[config.mk]
export PLATFORM = sky130hd
export DESIGN_NAME = sensor_linearizer_to_dac_code_top_flat
export DESIGN_NICKNAME = d
export VERILOG_FILES = /design/src/sldc_pkg.sv /design/src/sldc_if.sv /design/src/sensor_linearizer_to_dac_code_top.sv /design/src/sldc_cal_table.sv /design/src/sldc_divider.sv /design/src/flat_wrapper.sv
export SDC_FILE = /design/constraint.sdc
export NUM_CORES = 2
export LEC_CHECK = 0
export BUFFER_PORTS_ARGS = -buffer_cell sky130_fd_sc_hd__buf_2
export CAP_MARGIN = 0
export CORE_MARGIN = 5
export CORE_UTILIZATION = 45
export CTS_BUF_LIST = sky130_fd_sc_hd__clkbuf_16
export DETAILED_ROUTE_END_ITERATION = 16
export PLACE_DENSITY = 0.72
export SLEW_MARGIN = 20
export SYNTH_ARGS = -nofsm -noshare
export SYNTH_HDL_FRONTEND = slang
export SYNTH_SLANG_ARGS = --single-unit
[constraint.sdc]
create_clock -name clk -period 7.45 [get_ports clk]
set_input_delay 1.49 -clock clk [delete_from_list [all_inputs] [get_ports clk]]
set_output_delay 1.49 -clock clk [all_outputs]
set_load 0.05 [all_outputs]
[src/sldc_pkg.sv]
// ----------------------------------------------------------------------------
// sldc_pkg: shared constants for the sensor linearizer
// Field widths, raw word layout, register map and output mode codes.
// ----------------------------------------------------------------------------
`default_nettype none

package sldc_pkg;

	// payload field widths
	localparam int RAW_W    = 32;
	localparam int SAMPLE_W = 20;
	localparam int DIST_W   = 12;
	localparam int CODE_W   = 28;
	localparam int INDEX_W  = 4;
	localparam int MODE_W   = 2;

	// raw conversion word layout
	localparam int RAW_ERR_MSB  = 31;
	localparam int RAW_ERR_LSB  = 28;
	localparam int RAW_DATA_MSB = 27;
	localparam int RAW_DATA_LSB = 8;

	// configuration port
	localparam int APB_AW   = 5;
	localparam int APB_DW   = 32;
	localparam int REG_IDX_W = 3;

	localparam logic [REG_IDX_W-1:0] REG_LOW_DIST  = 3'd0;
	localparam logic [REG_IDX_W-1:0] REG_HIGH_DIST = 3'd1;
	localparam logic [REG_IDX_W-1:0] REG_LOW_CODE  = 3'd2;
	localparam logic [REG_IDX_W-1:0] REG_HIGH_CODE = 3'd3;
	localparam logic [REG_IDX_W-1:0] REG_MODE      = 3'd4;

	// register reset values
	localparam logic [DIST_W-1:0] LOW_DIST_RST  = 12'd0;
	localparam logic [DIST_W-1:0] HIGH_DIST_RST = 12'd2560;
	localparam logic [CODE_W-1:0] LOW_CODE_RST  = 28'hD800000;
	localparam logic [CODE_W-1:0] HIGH_CODE_RST = 28'h5280000;

	// output mode codes; the unused code behaves as normal mapping
	localparam logic [MODE_W-1:0] MODE_NORMAL     = 2'd0;
	localparam logic [MODE_W-1:0] MODE_FORCE_LOW  = 2'd1;
	localparam logic [MODE_W-1:0] MODE_FORCE_HIGH = 2'd2;

	// input item actions
	localparam logic ACT_CONVERT = 1'b0;
	localparam logic ACT_WRITE   = 1'b1;

	localparam logic [CODE_W-1:0] CODE_MAX = {CODE_W{1'b1}};

endpackage

`default_nettype wire

[src/sldc_if.sv]
// ----------------------------------------------------------------------------
// sldc_if: item channels of the sensor linearizer
// Valid/ready channels for input items and for result items.
// ----------------------------------------------------------------------------
`default_nettype none

interface sldc_in_if;
	logic                             valid;
	logic                             ready;
	logic                             action;
	logic [sldc_pkg::RAW_W-1:0]       raw_word;
	logic [sldc_pkg::INDEX_W-1:0]     entry_index;
	logic [sldc_pkg::SAMPLE_W-1:0]    entry_value;

	modport source (output valid, action, raw_word, entry_index, entry_value, input ready);
	modport sink   (input valid, action, raw_word, entry_index, entry_value, output ready);
endinterface

interface sldc_out_if;
	logic                             valid;
	logic                             ready;
	logic [sldc_pkg::SAMPLE_W-1:0]    sensor_value;
	logic [sldc_pkg::DIST_W-1:0]      distance_q8;
	logic [sldc_pkg::CODE_W-1:0]      dac_code;
	logic                             raw_error;
	logic                             span_error;

	modport source (output valid, sensor_value, distance_q8, dac_code, raw_error, span_error,
		input ready);
	modport sink   (input valid, sensor_value, distance_q8, dac_code, raw_error, span_error,
		output ready);
endinterface

`default_nettype wire

[src/sensor_linearizer_to_dac_code_top.sv]
// ----------------------------------------------------------------------------
// sensor_linearizer_to_dac_code_top: sensor linearizer to DAC code
// Scans a descending calibration table, interpolates a distance in table
// steps and maps it linearly onto a saturated 28-bit DAC code, or outputs the low or high code when forced.
// ----------------------------------------------------------------------------
//
//   channel     dir   kind          carries
//   sample_in   in    valid/ready   action, raw_word, entry_index, entry_value
//   result_out  out   valid/ready   sensor_value, distance_q8, dac_code, flags
//   APB         in    psel/penable  register writes and reads, pready tied high
//
// A table write gives no result. A conversion reads and compares the table
// entries one at a time (at most TABLE_ENTRIES of them), then, when the
// sample lies between two entries, runs the interpolation division, then for
// normal mapping a multiply and a serial division of the product (40 bits by
// default), one quotient bit at a time, before the result is registered.
// All divisions share one serial divider; the table is read one entry at a time.
// The block takes a new item only when idle, and holds a finished result in
// its output register until the sink takes it. Reset leaves the table reading
// as zeros, with no clearing pass.
// ----------------------------------------------------------------------------
`default_nettype none

module sensor_linearizer_to_dac_code_top #(
	parameter int TABLE_ENTRIES = 16,
	parameter int FRACTION_BITS = 8
) (
	input  wire logic                          clk,
	input  wire logic                          arst_n,
	sldc_in_if.sink                            sample_in,
	sldc_out_if.source                         result_out,
	input  wire logic                          psel,
	input  wire logic                          penable,
	input  wire logic                          pwrite,
	input  wire logic [sldc_pkg::APB_AW-1:0]   paddr,
	input  wire logic [sldc_pkg::APB_DW-1:0]   pwdata,
	output      logic [sldc_pkg::APB_DW-1:0]   prdata,
	output      logic                          pready
);

	localparam int SW     = sldc_pkg::SAMPLE_W;
	localparam int CDW    = sldc_pkg::CODE_W;
	localparam int DOW    = sldc_pkg::DIST_W;
	localparam int IW     = (TABLE_ENTRIES > 1) ? $clog2(TABLE_ENTRIES) : 1;
	localparam int DISTW  = IW + FRACTION_BITS;
	localparam int AW     = (DISTW > DOW) ? DISTW : DOW;
	localparam int PW     = AW + CDW;
	localparam int CW     = $clog2(PW + 1);
	localparam int MW     = PW + 1;

	// sequencer states
	localparam logic [3:0] S_IDLE = 4'd0;
	localparam logic [3:0] S_RD   = 4'd1;
	localparam logic [3:0] S_CMP  = 4'd2;
	localparam logic [3:0] S_DIV1 = 4'd3;
	localparam logic [3:0] S_MAP  = 4'd4;
	localparam logic [3:0] S_MUL  = 4'd5;
	localparam logic [3:0] S_DIV2 = 4'd6;
	localparam logic [3:0] S_SAT  = 4'd7;
	localparam logic [3:0] S_FIN  = 4'd8;

	logic [3:0]                      state_q;

	// configuration registers
	logic [DOW-1:0]                  low_distance_q;
	logic [DOW-1:0]                  high_distance_q;
	logic [CDW-1:0]                  low_code_q;
	logic [CDW-1:0]                  high_code_q;
	logic [sldc_pkg::MODE_W-1:0]     output_mode_q;
	logic                            cfg_wr;
	logic [sldc_pkg::REG_IDX_W-1:0]  cfg_idx;

	// working registers
	logic [SW-1:0]                   sample_q;
	logic                            raw_err_q;
	logic [IW-1:0]                   idx_q;
	logic [SW-1:0]                   prev_q;
	logic [DISTW-1:0]                dist_q;
	logic [AW-1:0]                   a_q;
	logic [CDW-1:0]                  b_q;
	logic [SW-1:0]                   den_q;
	logic                            neg_q;
	logic [MW-1:0]                   mag_q;
	logic [CDW-1:0]                  code_q;
	logic                            span_q;

	// output register
	logic                            out_valid_q;
	logic [SW-1:0]                   out_sample_q;
	logic [DOW-1:0]                  out_dist_q;
	logic [CDW-1:0]                  out_code_q;
	logic                            out_raw_err_q;
	logic                            out_span_err_q;

	// table and divider connections
	logic                            tbl_wr;
	logic [IW-1:0]                   tbl_wr_addr;
	logic [SW-1:0]                   tbl_rd_data;
	logic                            div_start;
	logic [PW-1:0]                   div_dividend;
	logic [SW-1:0]                   div_rem_init;
	logic [SW-1:0]                   div_divisor;
	logic [CW-1:0]                   div_steps;
	logic                            div_done;
	logic [PW-1:0]                   div_quo;
	logic [SW-1:0]                   div_rem;

	logic                            in_xfer;
	logic                            out_load;
	logic                            raw_bad;
	logic                            entry_le;
	logic [SW-1:0]                   gap_above;
	logic [AW-1:0]                   d_ext;
	logic [AW-1:0]                   ld_ext;
	logic [DISTW-1:0]                dist_interp;
	logic [MW-1:0]                   sat_sum;
	logic [CDW-1:0]                  sat_code;

	sldc_cal_table #(
		.ENTRIES (TABLE_ENTRIES),
		.AW      (IW)
	) u_table (
		.clk     (clk),
		.arst_n  (arst_n),
		.wr_en   (tbl_wr),
		.wr_addr (tbl_wr_addr),
		.wr_data (sample_in.entry_value),
		.rd_addr (idx_q),
		.rd_data (tbl_rd_data)
	);

	sldc_divider #(
		.NW  (PW),
		.DVW (SW),
		.CW  (CW)
	) u_div (
		.clk       (clk),
		.arst_n    (arst_n),
		.start     (div_start),
		.dividend  (div_dividend),
		.rem_init  (div_rem_init),
		.divisor   (div_divisor),
		.steps     (div_steps),
		.done      (div_done),
		.quotient  (div_quo),
		.remainder (div_rem)
	);

	// handshake and table write decode
	assign sample_in.ready = (state_q == S_IDLE);
	assign in_xfer         = sample_in.valid && sample_in.ready;
	assign tbl_wr          = in_xfer && (sample_in.action == sldc_pkg::ACT_WRITE) &&
		(32'(sample_in.entry_index) < TABLE_ENTRIES);
	assign tbl_wr_addr     = IW'(sample_in.entry_index);
	assign raw_bad         = sample_in.raw_word[sldc_pkg::RAW_ERR_MSB:sldc_pkg::RAW_ERR_LSB] != '0;
	assign out_load        = (state_q == S_FIN) && (!out_valid_q || result_out.ready);

	// scan compare and interpolation terms
	always_comb begin
		entry_le    = tbl_rd_data <= sample_q;
		gap_above   = prev_q - sample_q;
		dist_interp = DISTW'({idx_q - IW'(1), {FRACTION_BITS{1'b0}}}) +
			DISTW'(div_quo[FRACTION_BITS:0]);
		d_ext       = AW'(dist_q);
		ld_ext      = AW'(low_distance_q);
	end

	// start the shared divider for interpolation or for mapping
	always_comb begin
		div_start    = 1'b0;
		div_dividend = '0;
		div_rem_init = '0;
		div_divisor  = '0;
		div_steps    = '0;
		if (state_q == S_CMP && entry_le && idx_q != '0) begin
			div_start    = 1'b1;
			div_dividend = {gap_above[0], {(PW-1){1'b0}}};
			div_rem_init = {1'b0, gap_above[SW-1:1]};
			div_divisor  = prev_q - tbl_rd_data;
			div_steps    = CW'(FRACTION_BITS + 1);
		end else if (state_q == S_MUL) begin
			div_start    = 1'b1;
			div_dividend = PW'(a_q) * PW'(b_q);
			div_rem_init = '0;
			div_divisor  = den_q;
			div_steps    = CW'(PW);
		end
	end

	// add or subtract the scaled step and saturate
	always_comb begin
		sat_sum = MW'(low_code_q) + mag_q;
		if (neg_q) begin
			sat_code = (mag_q > MW'(low_code_q)) ? '0 : (low_code_q - mag_q[CDW-1:0]);
		end else if (sat_sum > MW'(sldc_pkg::CODE_MAX)) begin
			sat_code = sldc_pkg::CODE_MAX;
		end else begin
			sat_code = sat_sum[CDW-1:0];
		end
	end

	// sequencer
	always_ff @(posedge clk or negedge arst_n) begin
		if (!arst_n) begin
			state_q <= S_IDLE;
		end else begin
			case (state_q)
				S_IDLE: begin
					if (in_xfer && sample_in.action == sldc_pkg::ACT_CONVERT) begin
						state_q <= S_RD;
					end
				end
				S_RD: begin
					state_q <= S_CMP;
				end
				S_CMP: begin
					if (entry_le) begin
						state_q <= (idx_q == '0) ? S_MAP : S_DIV1;
					end else if (idx_q == IW'(TABLE_ENTRIES - 1)) begin
						state_q <= S_MAP;
					end else begin
						state_q <= S_RD;
					end
				end
				S_DIV1: begin
					if (div_done) begin
						state_q <= S_MAP;
					end
				end
				S_MAP: begin
					if (output_mode_q == sldc_pkg::MODE_FORCE_LOW ||
						output_mode_q == sldc_pkg::MODE_FORCE_HIGH ||
						low_distance_q == high_distance_q) begin
						state_q <= S_FIN;
					end else begin
						state_q <= S_MUL;
					end
				end
				S_MUL: begin
					state_q <= S_DIV2;
				end
				S_DIV2: begin
					if (div_done) begin
						state_q <= S_SAT;
					end
				end
				S_SAT: begin
					state_q <= S_FIN;
				end
				S_FIN: begin
					if (out_load) begin
						state_q <= S_IDLE;
					end
				end
				default: begin
					state_q <= S_IDLE;
				end
			endcase
		end
	end

	// last good sample and error flag
	always_ff @(posedge clk or negedge arst_n) begin
		if (!arst_n) begin
			sample_q  <= '0;
			raw_err_q <= 1'b0;
		end else if (in_xfer && sample_in.action == sldc_pkg::ACT_CONVERT) begin
			raw_err_q <= raw_bad;
			if (!raw_bad) begin
				sample_q <= sample_in.raw_word[sldc_pkg::RAW_DATA_MSB:sldc_pkg::RAW_DATA_LSB];
			end
		end
	end

	// datapath registers
	always_ff @(posedge clk) begin
		case (state_q)
			S_IDLE: begin
				idx_q <= '0;
			end
			S_CMP: begin
				if (entry_le) begin
					if (idx_q == '0) begin
						dist_q <= '0;
					end
				end else begin
					prev_q <= tbl_rd_data;
					if (idx_q == IW'(TABLE_ENTRIES - 1)) begin
						dist_q <= {IW'(TABLE_ENTRIES - 1), {FRACTION_BITS{1'b0}}};
					end else begin
						idx_q <= idx_q + IW'(1);
					end
				end
			end
			S_DIV1: begin
				if (div_done) begin
					dist_q <= dist_interp;
				end
			end
			S_MAP: begin
				a_q    <= (d_ext >= ld_ext) ? (d_ext - ld_ext) : (ld_ext - d_ext);
				b_q    <= (high_code_q >= low_code_q) ? (high_code_q - low_code_q) :
					(low_code_q - high_code_q);
				den_q  <= SW'((high_distance_q >= low_distance_q) ?
					(high_distance_q - low_distance_q) : (low_distance_q - high_distance_q));
				neg_q  <= (d_ext < ld_ext) ^ (high_code_q < low_code_q) ^
					(high_distance_q < low_distance_q);
				span_q <= 1'b0;
				case (output_mode_q)
					sldc_pkg::MODE_FORCE_LOW: begin
						code_q <= low_code_q;
					end
					sldc_pkg::MODE_FORCE_HIGH: begin
						code_q <= high_code_q;
					end
					default: begin
						code_q <= low_code_q;
						span_q <= (low_distance_q == high_distance_q);
					end
				endcase
			end
			S_DIV2: begin
				if (div_done) begin
					mag_q <= MW'(div_quo) + MW'(neg_q && div_rem != '0);
				end
			end
			S_SAT: begin
				code_q <= sat_code;
			end
			default: begin
			end
		endcase
	end

	// result register valid
	always_ff @(posedge clk or negedge arst_n) begin
		if (!arst_n) begin
			out_valid_q <= 1'b0;
		end else if (out_load) begin
			out_valid_q <= 1'b1;
		end else if (result_out.ready) begin
			out_valid_q <= 1'b0;
		end
	end

	// result register payload
	always_ff @(posedge clk) begin
		if (out_load) begin
			out_sample_q   <= sample_q;
			out_dist_q     <= DOW'(dist_q);
			out_code_q     <= code_q;
			out_raw_err_q  <= raw_err_q;
			out_span_err_q <= span_q;
		end
	end

	assign result_out.valid        = out_valid_q;
	assign result_out.sensor_value = out_sample_q;
	assign result_out.distance_q8  = out_dist_q;
	assign result_out.dac_code     = out_code_q;
	assign result_out.raw_error    = out_raw_err_q;
	assign result_out.span_error   = out_span_err_q;

	// configuration writes
	assign cfg_wr  = psel && penable && pwrite && pready;
	assign cfg_idx = paddr[sldc_pkg::APB_AW-1:2];
	assign pready  = 1'b1;

	always_ff @(posedge clk or negedge arst_n) begin
		if (!arst_n) begin
			low_distance_q  <= sldc_pkg::LOW_DIST_RST;
			high_distance_q <= sldc_pkg::HIGH_DIST_RST;
			low_code_q      <= sldc_pkg::LOW_CODE_RST;
			high_code_q     <= sldc_pkg::HIGH_CODE_RST;
			output_mode_q   <= sldc_pkg::MODE_NORMAL;
		end else if (cfg_wr) begin
			case (cfg_idx)
				sldc_pkg::REG_LOW_DIST:  low_distance_q  <= pwdata[DOW-1:0];
				sldc_pkg::REG_HIGH_DIST: high_distance_q <= pwdata[DOW-1:0];
				sldc_pkg::REG_LOW_CODE:  low_code_q      <= pwdata[CDW-1:0];
				sldc_pkg::REG_HIGH_CODE: high_code_q     <= pwdata[CDW-1:0];
				sldc_pkg::REG_MODE:      output_mode_q   <= pwdata[sldc_pkg::MODE_W-1:0];
				default: begin
				end
			endcase
		end
	end

	// register read back
	always_comb begin
		case (cfg_idx)
			sldc_pkg::REG_LOW_DIST:  prdata = sldc_pkg::APB_DW'(low_distance_q);
			sldc_pkg::REG_HIGH_DIST: prdata = sldc_pkg::APB_DW'(high_distance_q);
			sldc_pkg::REG_LOW_CODE:  prdata = sldc_pkg::APB_DW'(low_code_q);
			sldc_pkg::REG_HIGH_CODE: prdata = sldc_pkg::APB_DW'(high_code_q);
			sldc_pkg::REG_MODE:      prdata = sldc_pkg::APB_DW'(output_mode_q);
			default:                 prdata = '0;
		endcase
	end

endmodule

`default_nettype wire

[src/sldc_cal_table.sv]
// ----------------------------------------------------------------------------
// sldc_cal_table: calibration table store
// One write port, one registered read port; per-entry valid bits make
// entries read as zero until first written after reset.
// ----------------------------------------------------------------------------
`default_nettype none

module sldc_cal_table #(
	parameter int ENTRIES = 16,
	parameter int AW      = 4
) (
	input  wire logic                          clk,
	input  wire logic                          arst_n,
	input  wire logic                          wr_en,
	input  wire logic [AW-1:0]                 wr_addr,
	input  wire logic [sldc_pkg::SAMPLE_W-1:0] wr_data,
	input  wire logic [AW-1:0]                 rd_addr,
	output      logic [sldc_pkg::SAMPLE_W-1:0] rd_data
);

	logic [sldc_pkg::SAMPLE_W-1:0] mem [ENTRIES];
	logic [sldc_pkg::SAMPLE_W-1:0] rd_raw_q;
	logic [ENTRIES-1:0]            valid_q;
	logic                          rd_valid_q;

	// write and read the array
	always_ff @(posedge clk) begin
		if (wr_en) begin
			mem[wr_addr] <= wr_data;
		end
		rd_raw_q <= mem[rd_addr];
	end

	// track written entries
	always_ff @(posedge clk or negedge arst_n) begin
		if (!arst_n) begin
			valid_q    <= '0;
			rd_valid_q <= 1'b0;
		end else begin
			if (wr_en) begin
				valid_q[wr_addr] <= 1'b1;
			end
			rd_valid_q <= valid_q[rd_addr];
		end
	end

	// unwritten entries read as zero
	assign rd_data = rd_valid_q ? rd_raw_q : '0;

endmodule

`default_nettype wire

[src/sldc_divider.sv]
// ----------------------------------------------------------------------------
// sldc_divider: shared serial divider
// Restoring division, one quotient bit per cycle; the caller sets the
// starting remainder and the number of dividend bits to shift through.
// ----------------------------------------------------------------------------
`default_nettype none

module sldc_divider #(
	parameter int NW  = 40,
	parameter int DVW = 20,
	parameter int CW  = 6
) (
	input  wire logic           clk,
	input  wire logic           arst_n,
	input  wire logic           start,
	input  wire logic [NW-1:0]  dividend,
	input  wire logic [DVW-1:0] rem_init,
	input  wire logic [DVW-1:0] divisor,
	input  wire logic [CW-1:0]  steps,
	output      logic           done,
	output      logic [NW-1:0]  quotient,
	output      logic [DVW-1:0] remainder
);

	logic [DVW-1:0] rem_q;
	logic [NW-1:0]  quo_q;
	logic [DVW-1:0] dvs_q;
	logic [CW-1:0]  cnt_q;
	logic           busy_q;
	logic           done_q;
	logic [DVW:0]   trial;
	logic [DVW:0]   trial_diff;
	logic           trial_ge;

	// one trial subtraction per cycle
	always_comb begin
		trial      = {rem_q, quo_q[NW-1]};
		trial_diff = trial - {1'b0, dvs_q};
		trial_ge   = trial >= {1'b0, dvs_q};
	end

	// load operands or advance one bit
	always_ff @(posedge clk) begin
		if (start) begin
			rem_q <= rem_init;
			quo_q <= dividend;
			dvs_q <= divisor;
		end else if (busy_q) begin
			rem_q <= trial_ge ? trial_diff[DVW-1:0] : trial[DVW-1:0];
			quo_q <= {quo_q[NW-2:0], trial_ge};
		end
	end

	// step count and completion pulse
	always_ff @(posedge clk or negedge arst_n) begin
		if (!arst_n) begin
			cnt_q  <= '0;
			busy_q <= 1'b0;
			done_q <= 1'b0;
		end else begin
			done_q <= 1'b0;
			if (start) begin
				cnt_q  <= steps;
				busy_q <= 1'b1;
			end else if (busy_q) begin
				cnt_q <= cnt_q - CW'(1);
				if (cnt_q == CW'(1)) begin
					busy_q <= 1'b0;
					done_q <= 1'b1;
				end
			end
		end
	end

	assign done      = done_q;
	assign quotient  = quo_q;
	assign remainder = rem_q;

endmodule

`default_nettype wire

[src/flat_wrapper.sv]
// flat-port wrapper written by rule: the top's interface ports become plain ports
module sensor_linearizer_to_dac_code_top_flat 
#(
	parameter int TABLE_ENTRIES = 16,
	parameter int FRACTION_BITS = 8
)
  (clk, arst_n, psel, penable, pwrite, paddr, pwdata, prdata, pready, sample_in_valid, sample_in_action, sample_in_raw_word, sample_in_entry_index, sample_in_entry_value, sample_in_ready, result_out_valid, result_out_sensor_value, result_out_distance_q8, result_out_dac_code, result_out_raw_error, result_out_span_error, result_out_ready);
  sldc_in_if sample_in_i ();
  sldc_out_if result_out_i ();
  input  wire logic clk;
  input  wire logic arst_n;
  input  wire logic psel;
  input  wire logic penable;
  input  wire logic pwrite;
  input  wire logic [sldc_pkg::APB_AW-1:0] paddr;
  input  wire logic [sldc_pkg::APB_DW-1:0] pwdata;
  output      logic [sldc_pkg::APB_DW-1:0] prdata;
  output      logic pready;
  input wire logic [$bits(sample_in_i.valid)-1:0] sample_in_valid;
  input wire logic [$bits(sample_in_i.action)-1:0] sample_in_action;
  input wire logic [$bits(sample_in_i.raw_word)-1:0] sample_in_raw_word;
  input wire logic [$bits(sample_in_i.entry_index)-1:0] sample_in_entry_index;
  input wire logic [$bits(sample_in_i.entry_value)-1:0] sample_in_entry_value;
  output wire logic [$bits(sample_in_i.ready)-1:0] sample_in_ready;
  output wire logic [$bits(result_out_i.valid)-1:0] result_out_valid;
  output wire logic [$bits(result_out_i.sensor_value)-1:0] result_out_sensor_value;
  output wire logic [$bits(result_out_i.distance_q8)-1:0] result_out_distance_q8;
  output wire logic [$bits(result_out_i.dac_code)-1:0] result_out_dac_code;
  output wire logic [$bits(result_out_i.raw_error)-1:0] result_out_raw_error;
  output wire logic [$bits(result_out_i.span_error)-1:0] result_out_span_error;
  input wire logic [$bits(result_out_i.ready)-1:0] result_out_ready;
  assign sample_in_i.valid = sample_in_valid;
  assign sample_in_i.action = sample_in_action;
  assign sample_in_i.raw_word = sample_in_raw_word;
  assign sample_in_i.entry_index = sample_in_entry_index;
  assign sample_in_i.entry_value = sample_in_entry_value;
  assign sample_in_ready = sample_in_i.ready;
  assign result_out_valid = result_out_i.valid;
  assign result_out_sensor_value = result_out_i.sensor_value;
  assign result_out_distance_q8 = result_out_i.distance_q8;
  assign result_out_dac_code = result_out_i.dac_code;
  assign result_out_raw_error = result_out_i.raw_error;
  assign result_out_span_error = result_out_i.span_error;
  assign result_out_i.ready = result_out_ready;
  sensor_linearizer_to_dac_code_top #(.TABLE_ENTRIES(TABLE_ENTRIES), .FRACTION_BITS(FRACTION_BITS)) u_core (.clk(clk), .arst_n(arst_n), .sample_in(sample_in_i), .result_out(result_out_i), .psel(psel), .penable(penable), .pwrite(pwrite), .paddr(paddr), .pwdata(pwdata), .prdata(prdata), .pready(pready));
endmodule
# Word-level counts from Yosys, hierarchy flattened
# Memory sizes are Yosys's and may differ from the RTL's. A register that Yosys moved wholly into a read port is not among the register bits.
# Cells that the tools add are included.
# Widths: inputs -> output; s select.
[totals] register_bits=442 latchBits=0 mem_bits_rw=320 rom_bits=0 inputBits=101 out_inout_bits=97 elab_cells=188 n_memories=1
[classes] addsub=16 n_mul=1 div=0 magnitude_cmp=13 eq_ne=25 shift=0 muxes=57 bitwise_logic=6 reduce_logical=37
[memory_table] name="u_core.u_table.mem" depth=16 word_bits=20 rd=1 rd_clocked_by_memory_dff=1 wr=1 line="sldc_cal_table.sv:21" text="logic [sldc_pkg::SAMPLE_W-1:0] mem [ENTRIES];"
[op_table] operator="$mux 40" count=4
[op_table] operator="$mux 20" count=7
[op_table] operator="$mux 28" count=5
[op_table] operator="$pmux 28 s5" count=1
[op_table] operator="$sub 28x28->28" count=3
[op_table] operator="$mux 12" count=5
[op_table] operator="$sub 20x20->20" count=3
[op_table] operator="$pmux 28 s2" count=1
[op_table] operator="$add 28x41->41" count=1
[op_table] operator="$add 40x1->41" count=1
[op_table] operator="$gt 41x28->1" count=1
[op_table] operator="$gt 41x28->1 const B" count=1
[op_table] operator="$mul 12x28->40" count=1
[op_table] operator="$pmux 4 s9" count=1
[op_table] operator="$mux 4" count=8
[op_table] operator="$ge 28x28->1" count=1
[op_table] operator="$lt 28x28->1" count=1
[op_table] operator="$sub 12x12->13" count=2
[op_table] operator="$ge 12x12->1" count=2
[op_table] operator="$lt 12x12->1" count=2
[op_table] operator="$mux 6" count=4
[op_table] operator="$pmux 12 s2" count=1
[op_table] operator="$sub 12x12->12" count=2
[op_table] operator="$ge 21x20->1" count=1
[op_table] operator="43 further kinds" count=96

# Logic depth before layout (Yosys ltp)
[depth] word_depth=6 depth_mapped=26 depth_no_buf=24

# By module
# A second synthesis with hierarchy kept.
[unflattened] cells_unflattened=5065 hier_area_um2=54197.0
[modules_own_cells] mod="sensor_linearizer_to_dac_code_top" instances=1 cells_each=4024 area_per_inst_um2=35607.9 seq_area_each_um2=9381.5
[modules_own_cells] mod="sldc_cal_table" instances=1 cells_each=595 area_per_inst_um2=13538.0 seq_area_each_um2=10435.0
[modules_own_cells] mod="sldc_divider" instances=1 cells_each=446 area_per_inst_um2=5051.1 seq_area_each_um2=2602.5

# Worst setup path before layout
# No wires, ideal clock.
[synth_path] path_type="register -> register" from="register u_core.a_q[11]" to="register u_core.u_div.quo_q[32] (netlist: u_core.u_div.quotient[32]), data pin" setup_ns=0.263 t_arrival_ns=6.134 required_time_ns=7.187 slack_ns=1.053 stages_incl_launch_ff=24 n_path_buf=2 synth_period_minus_slack_ns=6.397 cell_sequence="edfxtp_1 > clkbuf_1 > clkbuf_1 > nand2_1 > fa_1 > fa_1 > inv_1 > fa_1 > fa_1 > inv_1 > fa_1 > inv_1 > ha_1 > nor4_1 > a211oi_1 > a221oi_2 > o31ai_1 > a311o_1 > a31o_2 > a21o_1 > a31o_1 > a21oi_1 > xor2_1 > o21ai_1"
[synth_between] elab_chain_cells=4
[synth_rtl] element="start, declared" line="sensor_linearizer_to_dac_code_top.sv:79" text="logic [AW-1:0] a_q;"
[synth_rtl] element="start signal, assigned" line="sensor_linearizer_to_dac_code_top.sv:301" text="a_q <= (d_ext >= ld_ext) ? (d_ext - ld_ext) : (ld_ext - d_ext);"
[synth_rtl] element="$mul 12x28->40" line="sensor_linearizer_to_dac_code_top.sv:183" text="div_dividend = PW'(a_q) * PW'(b_q);"
[synth_rtl] element="$mux 40" line="sensor_linearizer_to_dac_code_top.sv:181" text="end else if (state_q == S_MUL) begin"
[synth_rtl] element="$mux 40" line="sensor_linearizer_to_dac_code_top.sv:175" text="if (state_q == S_CMP && entry_le && idx_q != '0) begin"
[synth_rtl] element="$mux 40" line="sldc_divider.sv:44" text="if (start) begin"
[synth_rtl] element="end signal, assigned" line="sldc_divider.sv:46" text="quo_q <= dividend;"
[synth_rtl] element="end signal, assigned" line="sldc_divider.sv:50" text="quo_q <= {quo_q[NW-2:0], trial_ge};"
[synth_rtl] element="end, declared" line="sldc_divider.sv:26" text="logic [NW-1:0] quo_q;"
# Every way passes these cells.
# A chain may end at the register's enable or synchronous reset.

# Final worst setup path
[layout_path] from="register u_core.a_q[4]" to="register u_core.u_div.quo_q[39] (netlist: u_core.u_div.quotient[39]), data pin"
# The elaborated chain is that of the path after synthesis.

==> impl_metrics.toml <==
[synth]
synth_cell_type_count = 105
synth.top_cell.area_share_pct = 35.4
synth-compound-area-share_pct = 11.5
syn_avg_cell_area_sq_um = 10.9
synth_adder_area_share_pct = 18.6
synth-seq-area-share_pct = 42.5
ys_warn_count = 0
synthCells = 4828
yosys-top-cells-count = "edfxtp_1, inv_1, nand2_1"
synth_edf_count = 622
ys_seq_elements = 775
ys.flop_type = "edfxtp_1"
synthSimpleGateAreaFrac_pct = 11.3
yosysMostFrequentCell = "edfxtp_1"
synth_area_leaders = "edfxtp_1, fa_1, ha_1"
synth_area_leader_cell = "edfxtp_1"
async_flop_share_pct = 17.2
synth_top_family_by_area = "adder cells"
muxShareOfSynthArea_pct = 6.35
synth_xor_area_share_pct = 3.89
synthesis.area_sq_um = 52700

[cts]
htreeDepth = 3
postCtsSetupBuffers = 0
cts_tree = "done"
clk_pin_slew_ns = 0.06
cts_sinks = 775
clk_latency_ns = 0.72
clk_path_buf_depth = 3
numCtsBuffers = 85
cts_root_buf = "clkbuf_16"

[timing]
rsz0062_at_grt = "false"
clock_skew_ns = 0.0691
fin_crit_sh_pct = 93.7
drv_slew = 0
min_period_ns = 6.98
tightest_slew_ns = 1.12
setup_viol = 0
setup_tns_ns = 0
fmax_mhz = 143
slew_headroom_pct = 24.5
finalHoldViolCount = 0

[worst_setup_path]
critPathKind = "reg2reg"
start_kind = "flop"
cp.required_ns = 7.97
startpoint = "u_core.a_q[4]$_DFFE_PP_"
crit_fanout = 16
cp.arrival_ns = 7.50
r2r-start = "u_core.a_q[4]$_DFFE_PP_"
endpoint_kind = "flop"

[power]
ir_drop_uv = 388
p_int_mw = 13.6
combPwrFrac_pct = 55.6
pwr-share-clk_pct = 17.6
netSwitchingFraction_pct = 43.2
switching_power_mw = 10.3
power_density_nw_per_um2 = 412
sequentialPowerShare_pct = 26.7
cellLeakagePower_nw = 24.2

[routing]
first_pass_iters = 6
vias_per_cell = 5.68
topRoutingLayerUsed = "met5"
wl_met2_microns = 69800
met1_length_microns = 58200
detail_route.wl_per_cell_microns = 22.0
wl_met3_microns = 9900
drc_errors = 0
num_vias = 37100
dr.first_iter.drc_count = 3500
ant_nets = 0
wl_microns = 143000

[layout]
fin_nets = 5651
finalInstanceArea_sq_um = 58100
drive_gt1_share_pct = 12.1
areaGrowthSynthToFinish_pct = 10.1

[job]
drv_cap = 0

[placed_design]
hpwl_microns = 105000
dpl_cell_area_sq_um = 55200
place_congestion = 0.931
port_buffers = 178

[global_route]
grt_pass1_vias = 37900
grt_overflow = 0
antenna_found_initial = 5
grt_pass1_wl_microns = 222000
grt.total_usage_pct = 22.7
grt_max_degree = 73

[die]
initial_core_util_pct = 45.3
die-width_microns = 352
dieArea_sq_um = 124000
rows = 125
dieHeight_microns = 352
core_region_area_sq_um = 116000
io-pin-count = 198

[min_path]
hold_path_class = "reg2reg"
hp-start = "u_core.code_q[24]$_DFFE_PP_"

[run_status]
status = "complete, no violations"
==> final timing paths <==
kind,slack (ns),cells after the start,endpoint
worst max-delay path,0.47,22,u_core.u_div.quotient[39]$_DFFE_PP_
worst min-delay path,0.42,0,u_core.result_out.dac_code[24]$_DFFE_PP_
worst max register to register,0.47,22,u_core.u_div.quotient[39]$_DFFE_PP_
worst min register to register,0.42,0,u_core.result_out.dac_code[24]$_DFFE_PP_
max in group asynchronous,5.07,2,u_core.high_code_q[11]$_DFFE_PN0P_
min in group asynchronous,0.91,1,u_core.sample_q[19]$_DFFE_PN0P_
==> power by group through the flow <==
stage                     clock (mW)  sequential (mW)  combinational [mW]
after floorplan                    0             6.19                10.0
after global placement             0             6.43                12.9
final                           4.22             6.40                13.3
after global routing            4.48             6.46                14.8
after CTS                       4.29             6.38                13.3
after detailed placement           0             6.45                13.2
==> per-stage QoR <==
stage	total power [mW]	hold WS, ns	instances	setup WS, ns	util [%]
after global placement	19.4	0.401	6365	0.624	47.4
after floorplan	16.2	0.400	4831	1.05	-
final	23.9	0.417	6529	0.469	49.9
after detailed placement	19.6	0.405	6365	0.479	47.4
after global routing	25.7	0.423	6527	0.133	49.9
after CTS	23.9	0.418	6525	0.458	49.9
==> cell type report <==
type                       instances  area [sq um]
fill                           10300         58300
multi-input combinational       3256         27400
sequential                       775         22400
inverter                         573          2150
clock buffer                      85          2130
tap                             1524          1910
timing repair buffer             238          1370
clock inverter                    75           692
antenna                            3          7.51
==> worst max-delay path, cell delays in order (launching register included) <==
cell and delay, ns:
edfxtp_1 0.71, buf_4 0.31, nand2_1 0.10, fa_1 0.52
fa_1 0.51, inv_1 0.05, fa_1 0.46, fa_1 0.54
inv_1 0.06, fa_1 0.54, inv_1 0.05, ha_1 0.36
a21o_1 0.18, a21oi_1 0.17, o22ai_1 0.11, a221o_1 0.38
o31ai_1 0.57, a21oi_2 0.24, a221oi_1 0.31, o21bai_1 0.14
a21oi_1 0.21, a221oi_1 0.11, o211ai_1 0.14
==> layer usage <==
layer / track usage [%] / vias up
li1: - / 17000
met1: 29.7 / 18500
met2: 38.5 / 1331
met3: 3.66 / 263
met4: 8.28 / 6
met5: 0 / -
==> cell families after synthesis <==
family          count (synthesis)
other cells                     2
simple gates                 1251
buf+inv                       800
mux                           187
flops                         775
fa+ha+maj                     621
compound gates                958
xor+xnor                      234
==> timing repair <==
| item | 4_1_cts | 5_1_grt |
|---|---|---|
| setup endpoints to repair | 0 | 1 |
| hold buffers | 0 | 0 |
| hold endpoints to repair | 0 | 0 |
| gates resized for setup | 0 | 1 |
==> cell usage in the layout, fill, tap and decap left out, types with 75 or more instances in the layout <==
| master | netlist | routed |
|---|---|---|
| xor2_1 | 79 | 79 |
| a21oi_1 | 226 | 225 |
| nor2_1 | 171 | 153 |
| dfrtp_1 | 123 | 123 |
| a21o_1 | 111 | 111 |
| nand2_1 | 565 | 563 |
| ha_1 | 350 | 349 |
| mux4_2 | 115 | 115 |
| fa_1 | 271 | 271 |
| clkbuf_16 | 0 | 85 |
| o21ai_0 | 268 | 267 |
| nand3_1 | 76 | 75 |
| buf_2 | 22 | 177 |
| edfxtp_1 | 622 | 622 |
| and2_1 | 110 | 110 |
| inv_1 | 566 | 585 |
| xnor2_1 | 155 | 155 |
==> state kept, by name, summed over array words and instances, names as in the netlist, 28 cells and up <==
name                        flops
u_core.u_table.mem            320
u_core.mag_q                   41
u_core.u_div.quotient          40
u_core.b_q                     28
u_core.code_q                  28
u_core.high_code_q             28
u_core.low_code_q              28
u_core.result_out.dac_code     28
No activity file was read; power rests on OpenSTA's default activity.
